**src/rtl/kpd_pkg.sv**
```systemverilog
// Shared constants for the key press event detector.
// Register indexes, key phase codes, event kinds and reset values.
// No dependencies.
`default_nettype none
package kpd_pkg;

	localparam int NUM_KEYS_DEF    = 2;
	localparam int QUEUE_DEPTH_DEF = 2;

	localparam int CFG_W     = 16;
	localparam int CFG_IDX_W = 2;
	localparam int KIND_W    = 3;

	localparam logic [CFG_IDX_W-1:0] REG_DEBOUNCE = 2'd0;
	localparam logic [CFG_IDX_W-1:0] REG_LONG     = 2'd1;
	localparam logic [CFG_IDX_W-1:0] REG_REPEAT   = 2'd2;
	localparam logic [CFG_IDX_W-1:0] REG_MASK     = 2'd3;

	localparam logic [CFG_W-1:0] DEBOUNCE_RESET = 16'd3;
	localparam logic [CFG_W-1:0] LONG_RESET     = 16'd100;
	localparam logic [CFG_W-1:0] REPEAT_RESET   = 16'd20;
	localparam int               MASK_RESET     = 1;

	localparam logic [1:0] PH_WAIT     = 2'd0;
	localparam logic [1:0] PH_DEBOUNCE = 2'd1;
	localparam logic [1:0] PH_LONG     = 2'd2;
	localparam logic [1:0] PH_REPEAT   = 2'd3;

	localparam logic [KIND_W-1:0] EV_PRESS         = 3'd0;
	localparam logic [KIND_W-1:0] EV_CLICK_RELEASE = 3'd1;
	localparam logic [KIND_W-1:0] EV_LONG          = 3'd2;
	localparam logic [KIND_W-1:0] EV_REPEAT        = 3'd3;
	localparam logic [KIND_W-1:0] EV_LONG_RELEASE  = 3'd4;

endpackage
`default_nettype wire

```
**src/rtl/kpd_front.sv**
```systemverilog
// Front part: configuration registers, per-key phase machines and counters.
// Takes one scan tick per request and pushes a record of its events.
// Depends on kpd_pkg.
`default_nettype none
module kpd_front import kpd_pkg::*; #(
	parameter int NUM_KEYS = NUM_KEYS_DEF
) (
	input  wire logic                       clk,
	input  wire logic                       arst_n,
	input  wire logic                       cfg_wr_en,
	input  wire logic [CFG_IDX_W-1:0]       cfg_index,
	input  wire logic [CFG_W-1:0]           cfg_wdata,
	input  wire logic                       in_valid,
	output logic                            in_ready,
	input  wire logic [NUM_KEYS-1:0]        pin_levels,
	input  wire logic                       queue_full,
	output logic                            push,
	output logic [NUM_KEYS-1:0]             push_hit,
	output logic [NUM_KEYS*KIND_W-1:0]      push_kind
);

	logic [CFG_W-1:0]    debounce_ticks_q;
	logic [CFG_W-1:0]    long_ticks_q;
	logic [CFG_W-1:0]    repeat_ticks_q;
	logic [NUM_KEYS-1:0] active_low_q;

	logic [1:0]       phase_q [NUM_KEYS];
	logic [CFG_W-1:0] deb_q   [NUM_KEYS];
	logic [CFG_W-1:0] long_q  [NUM_KEYS];
	logic [CFG_W-1:0] rep_q   [NUM_KEYS];

	logic [1:0]       phase_d [NUM_KEYS];
	logic [CFG_W-1:0] deb_d   [NUM_KEYS];
	logic [CFG_W-1:0] long_d  [NUM_KEYS];
	logic [CFG_W-1:0] rep_d   [NUM_KEYS];

	logic [NUM_KEYS-1:0] pressed;
	logic                in_accept;

	assign in_ready  = !queue_full;
	assign in_accept = in_valid && in_ready;
	assign pressed   = pin_levels ^ active_low_q;
	assign push      = in_accept && (|push_hit);

	always_ff @(posedge clk or negedge arst_n) begin
		if (!arst_n) begin
			debounce_ticks_q <= DEBOUNCE_RESET;
			long_ticks_q     <= LONG_RESET;
			repeat_ticks_q   <= REPEAT_RESET;
			active_low_q     <= NUM_KEYS'(MASK_RESET);
		end else if (cfg_wr_en) begin
			unique case (cfg_index)
				REG_DEBOUNCE: debounce_ticks_q <= cfg_wdata;
				REG_LONG:     long_ticks_q     <= cfg_wdata;
				REG_REPEAT:   repeat_ticks_q   <= cfg_wdata;
				REG_MASK:     active_low_q     <= cfg_wdata[NUM_KEYS-1:0];
			endcase
		end
	end

	// Every key is independent, so all of them step in the same cycle.
	always_comb begin
		for (int k = 0; k < NUM_KEYS; k++) begin
			phase_d[k] = phase_q[k];
			deb_d[k]   = deb_q[k];
			long_d[k]  = long_q[k];
			rep_d[k]   = rep_q[k];
			push_hit[k] = 1'b0;
			push_kind[k*KIND_W +: KIND_W] = EV_PRESS;
			unique case (phase_q[k])
				PH_WAIT: begin
					if (pressed[k]) phase_d[k] = PH_DEBOUNCE;
				end
				PH_DEBOUNCE: begin
					if (pressed[k]) begin
						deb_d[k] = deb_q[k] - CFG_W'(1);
						if (deb_d[k] == '0) begin
							deb_d[k]    = debounce_ticks_q;
							phase_d[k]  = PH_LONG;
							push_hit[k] = 1'b1;
							push_kind[k*KIND_W +: KIND_W] = EV_PRESS;
						end
					end else begin
						deb_d[k]   = debounce_ticks_q;
						phase_d[k] = PH_WAIT;
					end
				end
				PH_LONG: begin
					if (pressed[k]) begin
						long_d[k] = long_q[k] - CFG_W'(1);
						if (long_d[k] == '0) begin
							long_d[k]   = long_ticks_q;
							phase_d[k]  = PH_REPEAT;
							push_hit[k] = 1'b1;
							push_kind[k*KIND_W +: KIND_W] = EV_LONG;
						end
					end else begin
						long_d[k]   = long_ticks_q;
						phase_d[k]  = PH_WAIT;
						push_hit[k] = 1'b1;
						push_kind[k*KIND_W +: KIND_W] = EV_CLICK_RELEASE;
					end
				end
				PH_REPEAT: begin
					if (pressed[k]) begin
						rep_d[k] = rep_q[k] - CFG_W'(1);
						if (rep_d[k] == '0) begin
							rep_d[k]    = repeat_ticks_q;
							push_hit[k] = 1'b1;
							push_kind[k*KIND_W +: KIND_W] = EV_REPEAT;
						end
					end else begin
						rep_d[k]    = repeat_ticks_q;
						phase_d[k]  = PH_WAIT;
						push_hit[k] = 1'b1;
						push_kind[k*KIND_W +: KIND_W] = EV_LONG_RELEASE;
					end
				end
			endcase
		end
	end

	always_ff @(posedge clk or negedge arst_n) begin
		if (!arst_n) begin
			for (int k = 0; k < NUM_KEYS; k++) begin
				phase_q[k] <= PH_WAIT;
				deb_q[k]   <= DEBOUNCE_RESET;
				long_q[k]  <= LONG_RESET;
				rep_q[k]   <= REPEAT_RESET;
			end
		end else if (in_accept) begin
			for (int k = 0; k < NUM_KEYS; k++) begin
				phase_q[k] <= phase_d[k];
				deb_q[k]   <= deb_d[k];
				long_q[k]  <= long_d[k];
				rep_q[k]   <= rep_d[k];
			end
		end
	end

endmodule
`default_nettype wire

```
**src/rtl/kpd_queue.sv**
```systemverilog
// Short queue of per-tick event records between the front and back parts.
// Generic width and depth; depends on kpd_pkg for the default width and depth.
// No submodules.
`default_nettype none
module kpd_queue import kpd_pkg::*; #(
	parameter int WIDTH = 2 * (1 + KIND_W),
	parameter int DEPTH = QUEUE_DEPTH_DEF
) (
	input  wire logic             clk,
	input  wire logic             arst_n,
	input  wire logic             push,
	input  wire logic [WIDTH-1:0] push_data,
	output logic                  full,
	input  wire logic             pop,
	output logic                  not_empty,
	output logic [WIDTH-1:0]      pop_data
);

	localparam int PTR_W = (DEPTH > 1) ? $clog2(DEPTH) : 1;
	localparam int CNT_W = $clog2(DEPTH + 1);

	logic [WIDTH-1:0] store_q [DEPTH];
	logic [PTR_W-1:0] wr_ptr_q;
	logic [PTR_W-1:0] rd_ptr_q;
	logic [CNT_W-1:0] cnt_q;

	assign full      = (cnt_q == CNT_W'(DEPTH));
	assign not_empty = (cnt_q != '0);
	assign pop_data  = store_q[rd_ptr_q];

	function automatic logic [PTR_W-1:0] ptr_inc(input logic [PTR_W-1:0] p);
		ptr_inc = (p == PTR_W'(DEPTH - 1)) ? '0 : p + PTR_W'(1);
	endfunction

	always_ff @(posedge clk) begin
		if (push) store_q[wr_ptr_q] <= push_data;
	end

	always_ff @(posedge clk or negedge arst_n) begin
		if (!arst_n) begin
			wr_ptr_q <= '0;
			rd_ptr_q <= '0;
			cnt_q    <= '0;
		end else begin
			if (push) wr_ptr_q <= ptr_inc(wr_ptr_q);
			if (pop)  rd_ptr_q <= ptr_inc(rd_ptr_q);
			if (push && !pop)      cnt_q <= cnt_q + CNT_W'(1);
			else if (pop && !push) cnt_q <= cnt_q - CNT_W'(1);
		end
	end

	a_cnt_bound: assert property (@(posedge clk) disable iff (!arst_n)
		cnt_q <= CNT_W'(DEPTH))
		else $error("queue count beyond depth");

	a_no_overflow: assert property (@(posedge clk) disable iff (!arst_n)
		push |-> !full)
		else $error("push into full queue");

	a_no_underflow: assert property (@(posedge clk) disable iff (!arst_n)
		pop |-> not_empty)
		else $error("pop from empty queue");

endmodule
`default_nettype wire

```
**src/rtl/kpd_back.sv**
```systemverilog
// Back part: takes one tick record at a time and sends its events in key
// order, one per request, marking the last one. Depends on kpd_pkg.
`default_nettype none
module kpd_back import kpd_pkg::*; #(
	parameter int NUM_KEYS = NUM_KEYS_DEF,
	parameter int IDX_W    = (NUM_KEYS > 1) ? $clog2(NUM_KEYS) : 1
) (
	input  wire logic                        clk,
	input  wire logic                        arst_n,
	input  wire logic                        rec_valid,
	input  wire logic [NUM_KEYS-1:0]         rec_hit,
	input  wire logic [NUM_KEYS*KIND_W-1:0]  rec_kind,
	output logic                             pop,
	output logic                             out_valid,
	input  wire logic                        out_ready,
	output logic [IDX_W-1:0]                 key_index,
	output logic [KIND_W-1:0]                event_kind,
	output logic                             last_event
);

	logic [NUM_KEYS-1:0]        pend_q;
	logic [NUM_KEYS*KIND_W-1:0] kind_q;
	logic [NUM_KEYS-1:0]        rest;
	logic                       out_accept;

	// Lowest pending key goes first.
	always_comb begin
		key_index = '0;
		for (int k = NUM_KEYS - 1; k >= 0; k--) begin
			if (pend_q[k]) key_index = IDX_W'(k);
		end
		for (int k = 0; k < NUM_KEYS; k++) begin
			rest[k] = pend_q[k] && (IDX_W'(k) != key_index);
		end
	end

	assign event_kind = kind_q[key_index*KIND_W +: KIND_W];
	assign out_valid  = |pend_q;
	assign last_event = (rest == '0);
	assign out_accept = out_valid && out_ready;
	assign pop        = rec_valid && (!out_valid || (out_accept && last_event));

	always_ff @(posedge clk or negedge arst_n) begin
		if (!arst_n) begin
			pend_q <= '0;
		end else if (pop) begin
			pend_q <= rec_hit;
		end else if (out_accept) begin
			pend_q <= rest;
		end
	end

	always_ff @(posedge clk) begin
		if (pop) kind_q <= rec_kind;
	end

	a_drain: assert property (@(posedge clk) disable iff (!arst_n)
		(out_accept && last_event && !rec_valid) |=> !out_valid)
		else $error("record not drained after its last event");

endmodule
`default_nettype wire

```
**src/rtl/key_press_event_detector.sv**
```systemverilog
// Top level of the key press event detector: front, queue and back parts.
// Depends on kpd_pkg, kpd_front, kpd_queue and kpd_back.
//
//   channel   direction  handshake            payload
//   config    in         cfg_wr_en            cfg_index, cfg_wdata
//   tick      in         in_valid / in_ready  pin_levels
//   event     out        out_valid/out_ready  key_index, event_kind, last_event
//
// All keys step together in the front part when a tick is taken.
// Each event of a tick is its own transfer on the event channel, so a tick
// with two events needs two transfers; the record queue sets how far ticks
// run ahead of the output. in_ready drops only while the queue is full.
// Reset is asynchronous; no clearing pass is needed after it.
`default_nettype none
module key_press_event_detector import kpd_pkg::*; #(
	parameter int NUM_KEYS    = NUM_KEYS_DEF,
	parameter int QUEUE_DEPTH = QUEUE_DEPTH_DEF,
	parameter int IDX_W       = (NUM_KEYS > 1) ? $clog2(NUM_KEYS) : 1
) (
	input  wire logic                 clk,
	input  wire logic                 arst_n,
	input  wire logic                 cfg_wr_en,
	input  wire logic [CFG_IDX_W-1:0] cfg_index,
	input  wire logic [CFG_W-1:0]     cfg_wdata,
	input  wire logic                 in_valid,
	output logic                      in_ready,
	input  wire logic [NUM_KEYS-1:0]  pin_levels,
	output logic                      out_valid,
	input  wire logic                 out_ready,
	output logic [IDX_W-1:0]          key_index,
	output logic [KIND_W-1:0]         event_kind,
	output logic                      last_event
);

	localparam int REC_W = NUM_KEYS * (1 + KIND_W);

	logic                       push;
	logic [NUM_KEYS-1:0]        push_hit;
	logic [NUM_KEYS*KIND_W-1:0] push_kind;
	logic                       queue_full;
	logic                       pop;
	logic                       rec_valid;
	logic [REC_W-1:0]           rec_data;

	kpd_front #(.NUM_KEYS(NUM_KEYS)) u_front (
		.clk        (clk),
		.arst_n     (arst_n),
		.cfg_wr_en  (cfg_wr_en),
		.cfg_index  (cfg_index),
		.cfg_wdata  (cfg_wdata),
		.in_valid   (in_valid),
		.in_ready   (in_ready),
		.pin_levels (pin_levels),
		.queue_full (queue_full),
		.push       (push),
		.push_hit   (push_hit),
		.push_kind  (push_kind)
	);

	kpd_queue #(.WIDTH(REC_W), .DEPTH(QUEUE_DEPTH)) u_queue (
		.clk       (clk),
		.arst_n    (arst_n),
		.push      (push),
		.push_data ({push_kind, push_hit}),
		.full      (queue_full),
		.pop       (pop),
		.not_empty (rec_valid),
		.pop_data  (rec_data)
	);

	kpd_back #(.NUM_KEYS(NUM_KEYS), .IDX_W(IDX_W)) u_back (
		.clk        (clk),
		.arst_n     (arst_n),
		.rec_valid  (rec_valid),
		.rec_hit    (rec_data[NUM_KEYS-1:0]),
		.rec_kind   (rec_data[REC_W-1:NUM_KEYS]),
		.pop        (pop),
		.out_valid  (out_valid),
		.out_ready  (out_ready),
		.key_index  (key_index),
		.event_kind (event_kind),
		.last_event (last_event)
	);

endmodule
`default_nettype wire

```
**config.mk**
```make
export PLATFORM = sky130hd
export DESIGN_NAME = key_press_event_detector
export DESIGN_NICKNAME = d
export VERILOG_FILES = /design/src/rtl/kpd_pkg.sv /design/src/rtl/kpd_front.sv /design/src/rtl/kpd_queue.sv /design/src/rtl/kpd_back.sv /design/src/rtl/key_press_event_detector.sv
export SDC_FILE = /design/constraint.sdc
export NUM_CORES = 1
export LEC_CHECK = 0
export ABC_CLOCK_PERIOD_IN_PS = 6000
export BUFFER_PORTS_ARGS = -buffer_cell sky130_fd_sc_hd__buf_2
export CAP_MARGIN = 20
export CORE_MARGIN = 3
export CORE_UTILIZATION = 45
export CTS_BUF_LIST = sky130_fd_sc_hd__clkbuf_8
export CTS_CLUSTER_SIZE = 28
export DETAILED_ROUTE_END_ITERATION = 10
export PLACE_DENSITY_LB_ADDON = 0.05
export SLEW_MARGIN = 10
export SYNTH_ARGS = -nofsm -noshare
export SYNTH_HDL_FRONTEND = slang
export SYNTH_HIERARCHICAL = 1
export SYNTH_SLANG_ARGS = --single-unit
```
**constraint.sdc**
```tcl
create_clock -name clk -period 6 [get_ports clk]
set_input_delay 1.5 -clock clk [delete_from_list [all_inputs] [get_ports clk]]
set_output_delay 1.5 -clock clk [all_outputs]
set_load 0.03 [all_outputs]
```
======== Word level (Yosys, flattened, before mapping) ========
Memory sizes are Yosys's and may differ from the RTL's.
Index checks and enable logic that the tools add are counted.
W data, S select, Z words.
cells by class
  mux-type cells .......................... 60
  bitwise operators ....................... 2
  add/sub/neg operators ................... 10
  eq/ne operators ......................... 18
  shift-type cells ........................ 1
  reduce and logical (&&, ||, !) cells .... 41
  $lt $le $gt $ge ......................... 0
  multipliers ............................. 1
  divide/modulo/power cells ............... 0
operators by type and width
  kind                     number
  $mux W16                 12
  $logic_not A16 Y1        6
  $sub A16 B1 Y16 const B  6
  $mux W2                  22
  $reduce_and A2 Y1        10
  $mux W1                  18
  $pmux W2 S4              2
  $eq A2 B2 Y1 const B     7
  $ne A3 B3 Y1 const B     4
  $pmux W3 S2              2
  $reduce_and A5 Y1        2
  $logic_and A1 B1 Y1      9
  $logic_not A2 Y1         4
  $eq A2 B1 Y1 const B     3
  $mux W3                  2
  $pmux W1 S3              2
  $reduce_bool A2 Y1       3
  $shiftx A6 B4 Y3         1
  $logic_not A1 Y1         4
  $ne A2 B1 Y1 const B     2
  $ne A2 B2 Y1 const B     2
  $reduce_or A2 Y1         2
  $mul A1 B2 Y3 const B    1
  $add A1 B1 Y1 const B    2
  5 further kinds          5
storage, ports and cells
  bits in latches ......................... 0
  memory bits (read-only) ................. 0
  register bits ........................... 162
  memory bits (writable) .................. 16
  memories kept ........................... 1
memory list
  memory           words  bits a word  rd ports  clocked after Yosys merged registers in  wr ports  RTL line         text
  u_queue.store_q  2      8            1         0                                        1         kpd_queue.sv:22  logic [WIDTH-1:0] store_q [DEPTH];

======== Logic depth before layout (Yosys ltp) ========
Gate-level depths: netlist of run 1.
  depth in word-level cells ............... 11
  depth in mapped cells ................... 15
  depth with buffers taken out ............ 13

======== Hierarchy ========
The synthesis of run 1 kept the hierarchy.
modules (own cells, without submodules)
  module     instances  area each (um^2)  cells an instance
  kpd_front  1          9,798.1           1,068
  kpd_queue  1          773.2             41
  kpd_back   1          360.3             25

======== Least setup slack after synthesis of run 1 ========
No wires, ideal clock.
  path type ............................... register to register
  start ................................... reg u_front/long_q[0] (netlist bit)
  end ..................................... mem u_queue/store_q[0][0] (netlist bit), enable pin
  required time ........................... 5.627 ns
  arrival ................................. 3.070 ns
  path slack .............................. 2.557 ns
  stages on the path, launching flop included .. 13
  cell sequence ........................... dfrtp_1 > clkbuf_1 > inv_1 > ha_1 > or4b_1 > clkbuf_1 > xor2_1 > a31oi_1 > nor3_1 > nand4_1 > o211a_1 > a31oi_1 > nor2b_1
between the ends
  longest elaborated chain between the ends .. 9
ends and longest elaborated chain
  item                             RTL line                        text
  start, declared                  kpd_front.sv:29                 logic [CFG_W-1:0] long_q [NUM_KEYS];
  start signal, assigned by index  kpd_front.sv:135                long_q[k] <= long_d[k];
  $sub A16 B1 Y16                  kpd_front.sv:90                 long_d[k] = long_q[k] - CFG_W'(1);
  $logic_not A16 Y1                kpd_front.sv:91                 if (long_d[k] == '0) begin
  $mux W1                          kpd_front.sv:91
  $mux W1                          kpd_front.sv:89                 if (pressed[k]) begin
  $pmux W1 S3                      kpd_front.sv:70                 unique case (phase_q[k])
  $reduce_or A2 Y1                 kpd_front.sv:43                 assign push = in_accept && (|push_hit);
  $logic_and A1 B1 Y1              kpd_front.sv:43
  named net push                   key_press_event_detector.sv:37  logic push;
  $mux W1                          kpd_queue.sv:36                 if (push) store_q[wr_ptr_q] <= push_data;
  $mux W1 (not written as such)    kpd_queue.sv:36
  end, declared                    kpd_queue.sv:22
The timed path passes the listed nets, and every way through them passes these cells.

======== Worst setup path in the final report of run 1 ========
  start ................................... reg u_front/long_q[17] (netlist bit)
  end ..................................... mem u_queue/store_q[0][5] (netlist bit), enable pin
The elaborated chain is that of the path after synthesis.

==> results of run 1 <==
[report_power, final]
| part | switching [W] | internal (W) |
|---|---|---|
| clock network | 0.000475 | 0.000417 |
| logic | 0.000643 | 0.000498 |
| registers | 0.000330 | 0.00146 |
| total | 0.00145 | 0.00238 |
[state kept, by name, indices dropped and copies added, names as in the netlist]
| register | flops |
|---|---|
| u_back/kind_q | 6 |
| u_front/debounce_ticks_q | 16 |
| u_front/repeat_ticks_q | 16 |
| u_back/pend_q | 2 |
| u_front/long_ticks_q | 16 |
| u_queue/wr_ptr_q | 1 |
| u_front/deb_q | 32 |
| u_front/long_q | 32 |
| u_queue/store_q | 16 |
| u_front/rep_q | 32 |
| u_front/active_low_q | 2 |
| u_queue/rd_ptr_q | 1 |
| u_queue/cnt_q | 2 |
| u_front/phase_q | 4 |
[how the worst max path moves through the flow]
stage	cells past startpoint	start	slack [ns]	endpoint
finish	10	u_front/long_q[17]	1.57	u_queue/store_q[0][5]
global route	10	u_front/long_q[17]	1.39	u_queue/store_q[0][3]
CTS	10	u_front/long_q[16]	1.62	u_queue/store_q[0][3]
detailed placement	10	u_front/long_q[17]	1.64	u_queue/store_q[0][4]
global placement	10	u_front/long_q[16]	1.80	u_queue/store_q[0][3]
floorplan	12	u_front/long_q[0]	2.56	u_queue/store_q[0][0]
[metrics by stage]
| stage | worst slack [ns] | utilization, % | cells | instance area (um2) | hold slack [ns] |
|---|---|---|---|---|---|
| floorplan | 2.56 | - | 1134 | 10900 | 0.449 |
| global placement | 1.80 | 47.6 | 1423 | 11300 | 0.473 |
| detailed placement | 1.64 | 47.6 | 1423 | 11300 | 0.478 |
| CTS | 1.62 | 49.3 | 1455 | 11700 | 0.496 |
| global route | 1.39 | 49.3 | 1455 | 11700 | 0.509 |
| finish | 1.57 | 49.3 | 1455 | 11700 | 0.491 |
[kinds of logic (layout without fill, tap and decap cells)]
group,count (synthesis),count (layout),synth area share [%]
buffers and inverters,136,138,5.49
flip-flops,178,178,42.0
AO/OA/AOI/OAI,283,283,18.1
XOR/XNOR,22,22,1.76
AND/OR/NAND/NOR,376,376,18.9
adder cells (fa/ha/maj),13,13,1.49
multiplexers,126,126,12.3
[cell type report]
class | count | area (um2)
Fill cell | 2304 | 12000
Multi-Input combinational cell | 820 | 5760
Sequential cell | 178 | 4590
Tap cell | 319 | 399
Timing Repair Buffer | 45 | 279
Clock buffer | 17 | 234
Inverter | 61 | 229
Clock inverter | 15 | 180
[worst reg2reg max path: cells and delay by family, from the launching register on]
family	cells	cell delay [ns]
flops	1	0.44
buf+inv	1	0.12
fa+ha+maj	1	0.37
compound gates	4	0.96
simple gates	4	2.17
[routing by layer]
layer	global-route usage (%)	share of wire (%)
met1	33.2	49
met2	34.4	45
met3	2.73	3.3
met4	6.75	2.2
met5	0	0
[layout by cell type, fill, tap and decap left out, types with 9 or more instances in the layout]
master and n:
dfrtp_1 134, nand2_1 75, mux2i_1 67, nor2_1 66
inv_1 61, mux2_2 56, nor3_1 50, o21ai_0 47
a21oi_1 45, nor4_1 32, buf_2 30, o21ai_1 28
nand3_1 26, o2bb2ai_1 25, a22oi_1 25, edfxtp_1 22
dfstp_2 22, and3_1 19, clkbuf_8 17, or3_1 17
a2bb2oi_1 13, ha_1 13, buf_4 13, a31oi_1 12
xnor2_1 12, o22ai_1 11, xor2_1 10, or4_1 10
nor3b_1 9
==> summary.txt, run 1 <==
STA
  – Tightest Pin Transition: 1.15 ns
  – Peak Freq: 226 MHz
  – Unrepaired setup endpoints after global routing: no
  – Setup TNS: 0 ns
  – Final Hold Fails: 0
  – Max-slew violations: 0
  – Post-layout minimum cycle time: 4.43 ns
  – Crit share post-route: 73.9%
  – Final setup fails: 0
  – Max transition margin: 22.6%
  – Fin Clk Skew: 0.0140 ns

Min path
  – Hold Startpoint: u_queue/cnt_q[1]
  – Hold Path Cell Cnt: 1
  – Hold crit path type: reg2reg
  – Hold Path End: u_queue/cnt_q[1]

Layout
  – Antenna fix cells: 0
  – Layout cells sized above 1: 16.6%
  – Area Overhead vs Synth: 6.82%
  – Nets: 1161

Worst setup path
  – Reg2reg end: u_queue/store_q[0][5]
  – R2R depth: 10
  – Crit path DAT: 4.53 ns
  – CP delay by family, top: simple AND/OR/NAND/NOR gates
  – Crit path max-delay cell type: nor4_1
  – Crit Path Max Fanout: 11
  – Setup CP Type: reg2reg
  – RR Startpoint: u_front/long_q[17]
  – Crit path cell chain: inv_1 -> ha_1 -> or4b_4 -> o31ai_4 -> a41oi_1 -> o21a_2 -> nor4_1 -> nand3b_1 -> a31oi_1 -> nor2b_1
  – Worst Setup End Kind: flop
  – Crit path required time: 6.10 ns
  – Worst setup SP type: flop
  – Reg2Reg Setup Slack: 1.57 ns
  – Critical Path Max Stage Delay: 0.78 ns
  – Crit path buffers/inverters: 1

Detailed routing
  – Initial DRC count: 529
  – Pre-Repair DR Iteration Count: 6
  – Antenna viol nets, final: 0
  – Vias per inst: 5.90
  – Final WL: 29000 um
  – Drt drc: 0
  – Vias: 8585
  – WL/cell: 19.9 um

Clock tree
  – H-Tree Depth: 4
  – Clk root buf: clkbuf_8
  – Post-CTS Resized: 0
  – Worst-Skew Late Latency: 0.46 ns
  – Total CTS buffers: 17
  – CTS Hold Bufs: 0
  – Clock buffer depth: 2
  – Post-CTS Setup Repair Bufs: 0
  – CTS tree: done
  – Count of clock tree sinks: 178
  – CTS clk-pin slew, worst paths: 0.10 ns

GRT
  – Global-route wire length before repair: 46500 um
  – GRT overflow: 0
  – Initial antenna violation count: 1
  – Pin count of the biggest net entering global routing: 157
  – Vias in the first global route: 8099
  – Tot GR Track Use: 22.4%

Power and ir drop
  – Lkg Pwr: 4.69 nW
  – Total power: 0.00382 W
  – Peak supply drop: 0.184 mV
  – PwrDens: 327 mW/mm2

Floorplan
  – Core area: 0.0237 mm2
  – Die Area: 0.0262 mm2
  – Die span in y: 162 um
  – Die W: 162 um
  – Row cnt: 56
  – Initial Utilization: 46.2%
  – Boundary Pins: 32

Yosys
  – Syn Nets: 1172
  – Count leader, synth: dfrtp_1
  – Yosys cell types: 87
  – Post-synth top area cell: dfrtp_1
  – Top cells by count, synth: 134 x dfrtp_1, 75 x nand2_1, 67 x mux2i_1, 66 x nor2_1, 61 x inv_1
  – Average size of a mapped cell: 9.64 um2
  – Synth top area cells: dfrtp_1 31%, mux2i_1 6.1%, edfxtp_1 6.0%
  – Ys flop type: dfrtp_1
  – Async SR Flop Fraction: 87.6%
  – EDFF count, synth: 22
  – Synth Warn #: 6
  – Synth Instances: 1134
  – Synth Cell Area: 0.0109 mm2
  – FF+latch count, synth: 178
  – Sequential fraction of the synthesis area: 42.0%
  – Synth top area share: 30.7%

Flow run
  – Max-cap violation count: 0

Placement
  – Final Wtd Congestion: 0.833
  – Post-DP HPWL: 20400 um
  – I/O Buffers: 31

Run status
  – Status: completed
Note: power is estimated with default switching activity, not from simulation.
==> inputs of run 2 (changes only) <==
- ABC_CLOCK_PERIOD_IN_PS: 6000 -> 3700
- clock period: 6 -> 3.7 ns (I/O delays scaled with it)
==> run 2 against run 1 <==
Compared with the run above:
- first-iteration DRC count grew 28%
- sequential power grew 61%
- clock skew grew 0.0057 ns
- via count grew 2.9%
- non-clock buffer count grew 36
- final area grew 2.7%
- worst setup slack lost 1.3 ns
- critical path depth grew 5
- register-to-register slack lost 1.3 ns
- power grew 65%
- critical endpoint is now u_queue/cnt_q[1]
==> summary.txt, run 2 (same netlist as run 1, synthesis figures left out) <==
Floorplan
  – Die W: 162 um
  – Die span in y: 162 um
  – Core area: 0.0237 mm2
  – Row cnt: 56
  – Initial Utilization: 46.2%
  – Die Area: 0.0262 mm2
  – Boundary Pins: 32

STA
  – Post-layout minimum cycle time: 3.48 ns
  – Max-slew violations: 0
  – Peak Freq: 288 MHz
  – Tightest Pin Transition: 0.983 ns
  – Setup TNS: 0 ns
  – Unrepaired setup endpoints after global routing: no
  – Final Hold Fails: 0
  – Final setup fails: 0
  – Crit share post-route: 93.9%
  – Max transition margin: 34.3%
  – Fin Clk Skew: 0.0197 ns
  – Worst Setup Slack, final: 0.225 ns

Clock tree
  – Clock buffer depth: 2
  – Count of clock tree sinks: 178
  – Total CTS buffers: 17
  – Clk root buf: clkbuf_8
  – CTS tree: done
  – Worst-Skew Late Latency: 0.48 ns
  – H-Tree Depth: 4
  – CTS clk-pin slew, worst paths: 0.11 ns

Power and ir drop
  – Switching power: 0.00238 W
  – Clock share of power: 22.9%
  – PwrDens: 526 mW/mm2
  – Lkg Pwr: 4.88 nW
  – Gate power share: 31.4%
  – Peak supply drop: 0.276 mV
  – Seq pwr share: 45.7%
  – Int Pwr: 0.00393 W
  – Sw frac: 37.8%

Layout
  – Layout cells sized above 1: 19.7%
  – Regs by FF count: u_front/deb_q (32), u_front/long_q (32), u_front/rep_q (32)
  – Antenna fix cells: 0
  – Area Overhead vs Synth: 9.74%
  – Most common library cell in the layout ignoring fill and taps: dfrtp_1
  – Commonest non-fill, non-tap cells in the layout: 134 x dfrtp_1, 75 x nand2_1, 67 x mux2i_1
  – Nets: 1197

GRT
  – Initial antenna violation count: 0
  – Tot GR Track Use: 22.9%
  – Pin count of the biggest net entering global routing: 80
  – Global-route wire length before repair: 47600 um
  – GRT overflow: 0
  – Vias in the first global route: 8307

Worst setup path
  – Crit path cell chain: inv_1 -> ha_2 -> or4b_4 -> or4b_1 -> a21oi_1 -> o311ai_2 -> nor3_2 -> buf_4 -> a31oi_1 -> a31oi_1 -> buf_4 -> ha_1 -> xor2_1 -> nor2_1 -> xor2_1
  – Setup CP Type: reg2reg
  – CP delay by family, top: simple AND/OR/NAND/NOR gates
  – Crit Path Max Fanout: 6
  – RR Startpoint: u_front/deb_q[17]
  – Crit path max-delay cell type: or4b_4
  – Crit path required time: 4.06 ns
  – Worst setup SP type: flop
  – Crit path DAT: 3.83 ns
  – Crit path buffers/inverters: 3
  – Worst Setup SP: u_front/deb_q[17]
  – Critical Path Max Stage Delay: 0.48 ns
  – Worst Setup End Kind: flop

Detailed routing
  – Antenna viol nets, final: 0
  – Vias per inst: 5.92
  – Final WL: 29600 um
  – Initial DRC count: 677
  – WL/cell: 19.8 um
  – Pre-Repair DR Iteration Count: 5
  – Drt drc: 0
  – Vias: 8832

Placement
  – I/O Buffers: 31
  – Post-DP HPWL: 21300 um
  – Pre-CTS setup slack: 0.0873 ns
  – Final Wtd Congestion: 0.882

Flow run
  – Max-cap violation count: 0

Min path
  – Hold Startpoint: u_queue/cnt_q[1]
  – Hold crit path type: reg2reg

Run status
  – Status: completed
-- run 2: metrics by stage --
step	instance area [um2]	hold slack [ns]	instances	util, %	power (W)
2_1_floorplan	10900	0.449	1134	-	0.00429
5_1_grt	12000	0.531	1491	50.7	0.00671
4_1_cts	11900	0.491	1489	50.4	0.00634
3_5_place_dp	11500	0.476	1457	48.7	0.00487
6_report	12000	0.484	1491	50.7	0.00631
3_3_place_gp	11500	0.472	1457	48.7	0.00486
-- run 2: path summary, 6_finish.rpt --
path | endpoint | slack (ns) | cells after the start
max | u_queue/cnt_q[1] | 0.22 | 15
min reg2reg | u_queue/cnt_q[1] | 0.48 | 1
max in group asynchronous | u_front/debounce_ticks_q[1] | 2.42 | 2
min in group asynchronous | u_front/long_q[17] | 0.49 | 1
max reg2reg | u_queue/cnt_q[1] | 0.22 | 15
min | u_queue/cnt_q[1] | 0.48 | 1
-- run 2: final cells by class --
| cell class | count | area (um2) |
|---|---|---|
| fill | 2234 | 11700 |
| sequential | 178 | 4590 |
| timing repair buffer | 81 | 562 |
| inverter | 61 | 229 |
| clock inverter | 15 | 183 |
| multi-input combinational | 820 | 5800 |
| tap | 319 | 399 |
| clock buffer | 17 | 234 |
-- run 2: worst reg2reg max path: stages, from the launching register on --
cell and delay [ns]:
dfstp_2 0.41, inv_1 0.08, ha_2 0.21, or4b_4 0.48
or4b_1 0.48, a21oi_1 0.17, o311ai_2 0.19, nor3_2 0.19
buf_4 0.15, a31oi_1 0.11, a31oi_1 0.18, buf_4 0.16
ha_1 0.16, xor2_1 0.18, nor2_1 0.07, xor2_1 0.13
-- run 2: power groups by stage --
stage,clock [W],combinational (W),sequential (W)
6_report,0.00145,0.00198,0.00288
3_5_place_dp,0,0.00196,0.00291
5_1_grt,0.00157,0.00219,0.00295
4_1_cts,0.00149,0.00197,0.00288
2_1_floorplan,0,0.00168,0.00262
3_3_place_gp,0,0.00195,0.00291
-- run 2: per-layer routing --
metal	up-vias	share of wire [%]	GRT usage (%)
met5	-	0	0
met4	0	2.0	5.97
met3	31	4.3	3.67
met2	193	45	35.5
met1	4333	48	33.6
li1	4275	-	-
-- run 2: repair_timing --
action                                 CTS  global route
endpoints found under the hold margin    0             0
setup buffers                            0             2
hold buffers                             0             0
gates resized for setup                  0             8
setup endpoints to repair                0            17
